==> config.mk <==
export PLATFORM = sky130hd
export DESIGN_NAME = htbd_ctrl
export DESIGN_NICKNAME = d
export VERILOG_FILES = /design/src/hdl/htbd_pkg.sv /design/src/hdl/htbd_ctrl.sv
export SDC_FILE = /design/constraint.sdc
export NUM_CORES = 1
export LEC_CHECK = 0
export ABC_AREA = 1
export BUFFER_PORTS_ARGS = -buffer_cell sky130_fd_sc_hd__buf_2
export CAP_MARGIN = 30
export CORE_MARGIN = 2
export CORE_UTILIZATION = 45
export DETAILED_ROUTE_END_ITERATION = 6
export PLACE_DENSITY = 0.71
export REMOVE_ABC_BUFFERS = 1
export SLEW_MARGIN = 15
export SYNTH_ARGS = -nofsm -noshare
export SYNTH_HDL_FRONTEND = slang
export SYNTH_SLANG_ARGS = --single-unit
export TNS_END_PERCENT = 20
==> constraint.sdc <==
create_clock -name clk -period 1.37 [get_ports clk]
set_input_delay 0.2055 -clock clk [delete_from_list [all_inputs] [get_ports clk]]
set_output_delay 0.2055 -clock clk [all_outputs]
set_load 0.01 [all_outputs]
==> src/hdl/htbd_pkg.sv <==
`timescale 1ns / 1ps
// ----------------------------------------------------------------------------
// htbd_pkg
// Shared types and constants of the Huffman tree bit decoder.
// ----------------------------------------------------------------------------
package htbd_pkg;

	localparam int NODE_COUNT   = 512;
	localparam int MAX_CODE_LEN = 32;
	localparam int MAX_DIM      = 4096;

	localparam int NODE_W     = $clog2(NODE_COUNT);
	localparam int NF_W       = $clog2(NODE_COUNT + 1);
	localparam int CODE_W     = 32;
	localparam int LEN_W      = 6;
	localparam int CODE_IDX_W = $clog2(CODE_W);
	localparam int VAL_W      = 8;
	localparam int DIM_W      = 13;
	localparam int POS_W      = 12;
	localparam int CFG_IDX_W  = 1;

	typedef enum logic [CFG_IDX_W-1:0] {
		CFG_WIDTH  = 1'b0,
		CFG_HEIGHT = 1'b1
	} cfg_idx_t;

	typedef enum logic [1:0] {
		ST_PIXEL  = 2'd0,
		ST_STORED = 2'd1,
		ST_FULL   = 2'd2,
		ST_BAD    = 2'd3
	} status_t;

	typedef struct packed {
		logic              leaf;
		logic [VAL_W-1:0]  val;
		logic [NODE_W-1:0] left;
		logic [NODE_W-1:0] right;
	} node_t;

	typedef struct packed {
		status_t          st;
		logic [VAL_W-1:0] val;
		logic [POS_W-1:0] row;
		logic [POS_W-1:0] col;
		logic             done;
	} res_t;

	// datapath operations issued by the controller
	typedef enum logic [3:0] {
		OP_NOP,
		OP_LOAD,
		OP_RD,
		OP_P1_STEP,
		OP_RESTART,
		OP_P2_STEP,
		OP_FRESH,
		OP_RD_CUR,
		OP_D_STEP,
		OP_D_LEAF
	} dp_op_t;

	typedef struct packed {
		dp_op_t op;
		logic   push;
	} cmd_t;

	typedef struct packed {
		logic in_decode;
		logic in_bad_len;
		logic img_done;
		logic child_zero;
		logic last_bit;
		logic idx_zero;
		logic full;
		logic leaf;
		logic out_free;
	} sts_t;

endpackage

==> src/hdl/htbd_ctrl.sv <==
`timescale 1ns / 1ps
// ----------------------------------------------------------------------------
// htbd_ctrl
// Sequencer for insert walks (count pass, write pass) and decode steps.
// ----------------------------------------------------------------------------
module htbd_ctrl
	import htbd_pkg::*;
(
	input  logic clk,
	input  logic arst_n,
	input  logic in_valid,
	output logic in_ready,
	input  sts_t sts,
	output cmd_t cmd
);

	typedef enum logic [10:0] {
		S_IDLE     = 11'b00000000001,
		S_P1_RD    = 11'b00000000010,
		S_P1_CHK   = 11'b00000000100,
		S_CHECK    = 11'b00000001000,
		S_P2_RD    = 11'b00000010000,
		S_P2_CHK   = 11'b00000100000,
		S_P2_FRESH = 11'b00001000000,
		S_D_RD     = 11'b00010000000,
		S_D_CHK    = 11'b00100000000,
		S_D_LEAF   = 11'b01000000000,
		S_EMIT     = 11'b10000000000
	} state_t;

	state_t state_q, state_d;

	always_ff @(posedge clk or negedge arst_n) begin
		if (!arst_n) begin
			state_q <= S_IDLE;
		end else begin
			state_q <= state_d;
		end
	end

	assign in_ready = (state_q == S_IDLE);

	always_comb begin
		state_d  = state_q;
		cmd.op   = OP_NOP;
		cmd.push = 1'b0;
		unique case (state_q)
			S_IDLE: begin
				if (in_valid) begin
					cmd.op = OP_LOAD;
					if (!sts.in_decode) begin
						state_d = sts.in_bad_len ? S_EMIT : S_P1_RD;
					end else begin
						state_d = sts.img_done ? S_IDLE : S_D_RD;
					end
				end
			end
			S_P1_RD: begin
				cmd.op  = OP_RD;
				state_d = S_P1_CHK;
			end
			S_P1_CHK: begin
				cmd.op  = OP_P1_STEP;
				state_d = (sts.child_zero || sts.last_bit) ? S_CHECK : S_P1_RD;
			end
			S_CHECK: begin
				cmd.op  = OP_RESTART;
				state_d = sts.full ? S_EMIT : S_P2_RD;
			end
			S_P2_RD: begin
				cmd.op  = OP_RD;
				state_d = S_P2_CHK;
			end
			S_P2_CHK: begin
				cmd.op = OP_P2_STEP;
				priority if (sts.idx_zero) begin
					state_d = S_EMIT;
				end else if (sts.child_zero) begin
					state_d = S_P2_FRESH;
				end else begin
					state_d = S_P2_RD;
				end
			end
			S_P2_FRESH: begin
				cmd.op = OP_FRESH;
				if (sts.idx_zero) begin
					state_d = S_EMIT;
				end
			end
			S_D_RD: begin
				cmd.op  = OP_RD_CUR;
				state_d = S_D_CHK;
			end
			S_D_CHK: begin
				cmd.op  = OP_D_STEP;
				state_d = sts.child_zero ? S_EMIT : S_D_LEAF;
			end
			S_D_LEAF: begin
				cmd.op  = OP_D_LEAF;
				state_d = sts.leaf ? S_EMIT : S_IDLE;
			end
			S_EMIT: begin
				if (sts.out_free) begin
					cmd.push = 1'b1;
					state_d  = S_IDLE;
				end
			end
			default: begin
				state_d = S_IDLE;
			end
		endcase
	end

endmodule

# After elaboration in Yosys (flattened, before gate mapping)
# Cells that the tools add are included.
# Widths: inputs -> output; s select.
totals:
  input_bits: 12
  mem_count: 0
  ff_bits: 11
  mem_bits_rw: 0
  latch_bits: 0
  wordCells: 35
  out_inout_bits: 6
  mem_bits_ro: 0
op_classes:
  n_mux: 17
  n_addsub: 0
  n_mul: 0
  shift: 0
  magnitude_cmp: 0
  reduce_logical: 3
  div: 0
  eq_ne: 14
  n_bitwise: 0
ops:
  columns: ["op", "count"]
  rows:
  - ["$pmux 11 s11", 1]
  - ["$mux 11", 9]
  - ["$pmux 4 s9", 1]
  - ["$eq 11x1->1 const B", 1]
  - ["$eq 11x10->1 const B", 1]
  - ["$eq 11x11->1 const B", 1]
  - ["$eq 11x2->1 const B", 1]
  - ["$eq 11x3->1 const B", 1]
  - ["$eq 11x4->1 const B", 1]
  - ["$eq 11x5->1 const B", 1]
  - ["$eq 11x6->1 const B", 1]
  - ["$eq 11x7->1 const B", 1]
  - ["$eq 11x8->1 const B", 1]
  - ["$eq 11x9->1 const B", 1]
  - ["$mux 8", 1]
  - ["$mux 7", 1]
  - ["$ne 2x2->1 const B", 3]
  - ["$mux 4", 1]
  - ["$mux 1", 3]
  - ["$reduce_and 3->1", 1]
  - ["$reduce_or 2->1", 1]
  - ["$logic_or 1x1->1", 1]

# Depth between registers and ports, before layout
logic_depth:
  depth_word: 4
  mapped_depth: 10
  depth_no_buf: 10

# Worst setup path after synthesis
# OpenSTA, ideal clock, no wires.
synth_path:
  kind: "reg2out"
  startpoint: "register state_q[0]"
  endpoint: "output port cmd[1] in the netlist's numbering"
  path_stages_with_launch: 8
  t_arrival_ns: 1.168
  required_ns: 1.165
  path_slack_ns: -0.003
  path_buffers: 0
  cell_sequence: "dfstp_2 -> nor2_1 -> nand2_2 -> nor2_4 -> nand2_1 -> inv_1 -> a211oi_1 -> nand2_1"
synth_lines:
  columns: ["element", "line_no", "text"]
  rows:
  - ["from (decl)", "htbd_ctrl.sv:31", "state_t state_q, state_d;"]
  - ["from (signal assigned)", "htbd_ctrl.sv:37", "state_q <= state_d;"]
  - ["to (decl)", "htbd_ctrl.sv:14", "output cmd_t cmd"]

==> results by stage <==
Run status:
- The flow ran to the end, but the final reports show violations.
- The checks that failed: negative setup slack.

Finish:
- In the final layout, the registers with the most flip-flops are state_q: 11 flops.
- The filler cell count is 141.
- In the final layout, the share of cells above drive strength 1 is 42.0%.
- The register with the most flip-flops in the layout has 11 of them.
- More flip-flops sit in one register than any other, and that register is state_q.
- The post-layout net count is 175.
- Relative to the synthesized area, the layout overhead comes to 43.4%.
- The number of inserted diodes is 0.
- Once layout is done, the placed cells without fillers occupy 1140 sq um.
- Summing all multi-input logic gate instances after layout gives 482 sq um.
- The sequential cells in the finished layout cover a total of 277 sq um.
- The share of the core filled with cells in the final layout is 67.3%.
- The number of standard cells in the layout, taps in and fillers out is 179.

Clocking:
- TritonCTS built the clock tree.
- The number of buffers on the longest clock path is 2.
- TritonCTS created 3 clock buffers.
- The number of clock sinks is 11.
- In this run the clock root is driven by a clkbuf_4.
- The H-tree depth is 1.
- The insertion delay of the later-clocked pin in the worst-skew pair is 0.28 ns.
- The post-CTS clock slew at the launch and capture registers of the worst setup and hold paths is 0.08 ns.

STA:
- For this run, the top clock speed supported by timing is 547 MHz.
- The max-slew violation count came to 0.
- The slew at the pin with the worst max-slew slack is 0.361 ns.
- The setup total negative slack is -2.73 ns.
- Once routing completed, OpenROAD measured the worst setup slack at -0.457 ns.
- The final count of hold timing violations is 0.
- In this run the tightest slew margin relative to its limit is 75.9%.
- Setup repair after global routing could not meet its margin everywhere.
- The number of setup violations in the final report is 11.
- Between clock sinks in the finished design, the worst skew comes to 0.00347 ns.
- The shortest period the worst path allows is 1.83 ns.
- The final cycle utilization of the critical path is 133%.

Power:
- The clock network is responsible for 15.0% of the overall power.
- The power consumption is 1.58 mW.
- The share of total power dissipated in sequential elements is 26.1%.
- Dividing total power by cell area gives a power density of 1390 nW/um^2.
- Per report_power, the combinational group accounts for 58.9% of the total.
- The net load switching power is 0.693 mW.
- The net switching fraction of the power is 44.0%.
- The internal power summed over all cells is 0.883 mW.
- The maximum resistive drop on vdd is 0.934 mV.
- In this run the static leakage power is 0.679 nW.

Synthesis:
- In this run the cell area of the synthesized design comes to 792 sq um.
- In this run the biggest area consumer among cell types represents 31.6% of the synthesized area.
- Among all flip-flop cells after synthesis, the most frequent one is dfrtp_1.
- Averaged over all synthesized cells, the footprint is 6.49 sq um.
- The synthesized design contains 11 register bits.
- Yosys mapped the design onto 21 distinct sky130hd cell types.
- By count the netlist is led by 32 x nand2_1, 24 x inv_1, 21 x nor2_1.
- The fraction of the yosys area taken by sequential cells is 34.9%.
- The synthesized instance count is 122.
- The synthesized design spends more area on one cell type than any other, namely dfrtp_1.
- Yosys mapped a number of flops with a built-in enable equal to 0.
- The share of flip-flops with an asynchronous set or reset after synthesis is 100%.
- The leading cell type by number of instances after synthesis is nand2_1.
- For this run, the number of Yosys warnings is 0.
- By area the synthesized netlist is led by dfrtp_1 32%, nand2_1 15%, inv_1 11%, nor2_1 10%, nor2_4 5.7%.

Die:
- The number of rows created at floorplan is 15.
- The floorplan step set the die width to 46.0 microns.
- Once the floorplan was initialized, standard cells occupied 46.9% of the core.
- The total I/O pin count is 18.
- Measured along the y axis, the die boundary spans 46.0 microns.
- After floorplanning, the core was sized to cover 1690 sq um.
- The overall die area is 2110 sq um.

Placement:
- The cell count after placement is 168.
- In this run the tool buffered the top-level ports with 17 buffer cells.
- The post-DP HPWL is 1530 microns.
- At the end of routability-driven placement, the weighted congestion stood at 0.892.
- The placed cell area is 988 sq um.

Global route:
- The first global-routing pass estimated 3270 microns of wire.
- The number of global-route vias before repair is 824.
- The layer with the highest usage after global routing is met2.
- Global routing used 24.4% of the available met1 tracks.
- Global routing finished with a remaining overflow of 0.
- Global routing consumed, over all layers together, 22.1% of the routing resources.
- Entering global routing, the biggest net connects 12 pins.
- The number of antenna violations at the first check in global routing was 0.
- For this run, global-route usage on met2 was measured as 40.3%.
- For met3 alone, demand over resource in global routing was 5.95%.

Critical path:
- Walking the worst path, the cells encountered are nor2_2 -> nand2_2 -> nor2_4 -> nand2_2 -> nand2_2 -> a211oi_2 -> nand2_1 -> buf_2.
- The largest fanout on the critical path is 5.
- The worst setup path is launched from a flip-flop.
- In this design, the critical path's most frequently occurring cell is nand2_2.
- STA classifies the critical path endpoint as a primary output.
- Together, buffers and inverters on the worst path number 1.
- The highest cell delay on the worst timing path is 0.57 ns.
- The type of the worst setup path is reg -> out.
- Among cell families on the critical path, the largest total delay comes from flip-flops.
- STA puts the critical path data required time at 1.16 ns.
- STA puts the critical path data arrival time at 1.62 ns.
- The slowest stage of the critical path is the dfstp_2 cell.

Routing:
- The overall via count from detail_route is 890.
- Dividing the detail-routed via count by the number of cells gives 4.97.
- The number of DRC markers after the initial detailed-route iteration is 20.
- For this run, the detailed router's first-pass iteration total came to 4.
- The final layout contains routed wiring with a total length of 2070 microns.
- The routed length per instance is 11.6 microns.
- The count of unresolved DRC violations after routing is 0.
- In this run the remaining antenna-violating nets after routing total 0.

Job:
- Across the run, the number of max-cap violations was 0.

Min path:
- The path class of the lowest-slack min-delay path is in -> reg.
path summary, 6_finish.rpt:
kind | startpoint | end | cells after the start | slack (ns)
worst max-delay path | state_q[0] | cmd[1] | 8 | -0.46
worst min-delay path | sts[6] | state_q[7] | 2 | 0.09
worst max register to register | state_q[0] | state_q[10] | 12 | -0.27
worst min register to register | state_q[4] | state_q[6] | 4 | 0.71
max in group asynchronous | arst_n | state_q[0] | 2 | 0.78
min in group asynchronous | arst_n | state_q[8] | 2 | 0.33
cell usage in the layout, fill, tap and decap left out, drive strengths merged, types with 2 or more instances in the layout:
master	synthesis	layout
nor3	4	4
buf	0	35
dfrtp	10	10
nor2	26	26
nand3	9	9
a21oi	2	2
clkbuf	0	4
o21ai	4	4
inv	24	24
nand2	37	37
through the flow:
stage / hold slack [ns] / worst slack (ns)
2_1_floorplan: -0.0901 / -0.00336
3_3_place_gp: 0.0981 / -0.135
3_5_place_dp: 0.102 / -0.137
4_1_cts: 0.101 / -0.376
5_1_grt: 0.111 / -0.510
6_report: 0.0947 / -0.457
layout make-up:
type	instances	area share [%]
flip-flops and latches	11	24.3
clock buffers	4	2.31
repair buffers	36	21.1
multi-input cells	87	42.4
inverters	24	7.93
well taps	17	1.87
power by group through the flow:
stage | clock network (mW) | registers (mW) | logic (mW)
after floorplan | 0 | 0.406 | 0.498
after global placement | 0 | 0.404 | 0.732
after detailed placement | 0 | 0.405 | 0.750
after CTS | 0.237 | 0.400 | 0.825
after global routing | 0.249 | 0.412 | 1.03
final | 0.236 | 0.412 | 0.929
worst reg2reg max path, cell delays in order (launching register included):
cell	delay, ns
dfstp_2	0.57
nor2_2	0.04
nand2_2	0.09
buf_4	0.12
nor2_4	0.05
buf_6	0.11
buf_4	0.13
nand2_1	0.10
nor2_1	0.05
nor2_1	0.10
nand2_1	0.07
nand3_1	0.07
nand2_1	0.05
timing repair:
action	in CTS	in global routing
buffers inserted	5	1
pin swaps	5	6
gates resized for setup	8	15
hold endpoints to repair	10	0
setup endpoints to repair	10	12
hold buffers	1	0
routing by layer:
layer	vias to the layer above	part of all wire [%]
met1	410	42
met3	4	5.7
met2	23	50
li1	453	-
met4	0	2.0
met5	-	0
kinds of logic after synthesis:
family	synth area share (%)
AOI/OAI and AO/OA	6.00
DFF	34.9
buffers and inverters	11.4
and+or+nand+nor	47.7
Power figures use the tool's default switching activity.
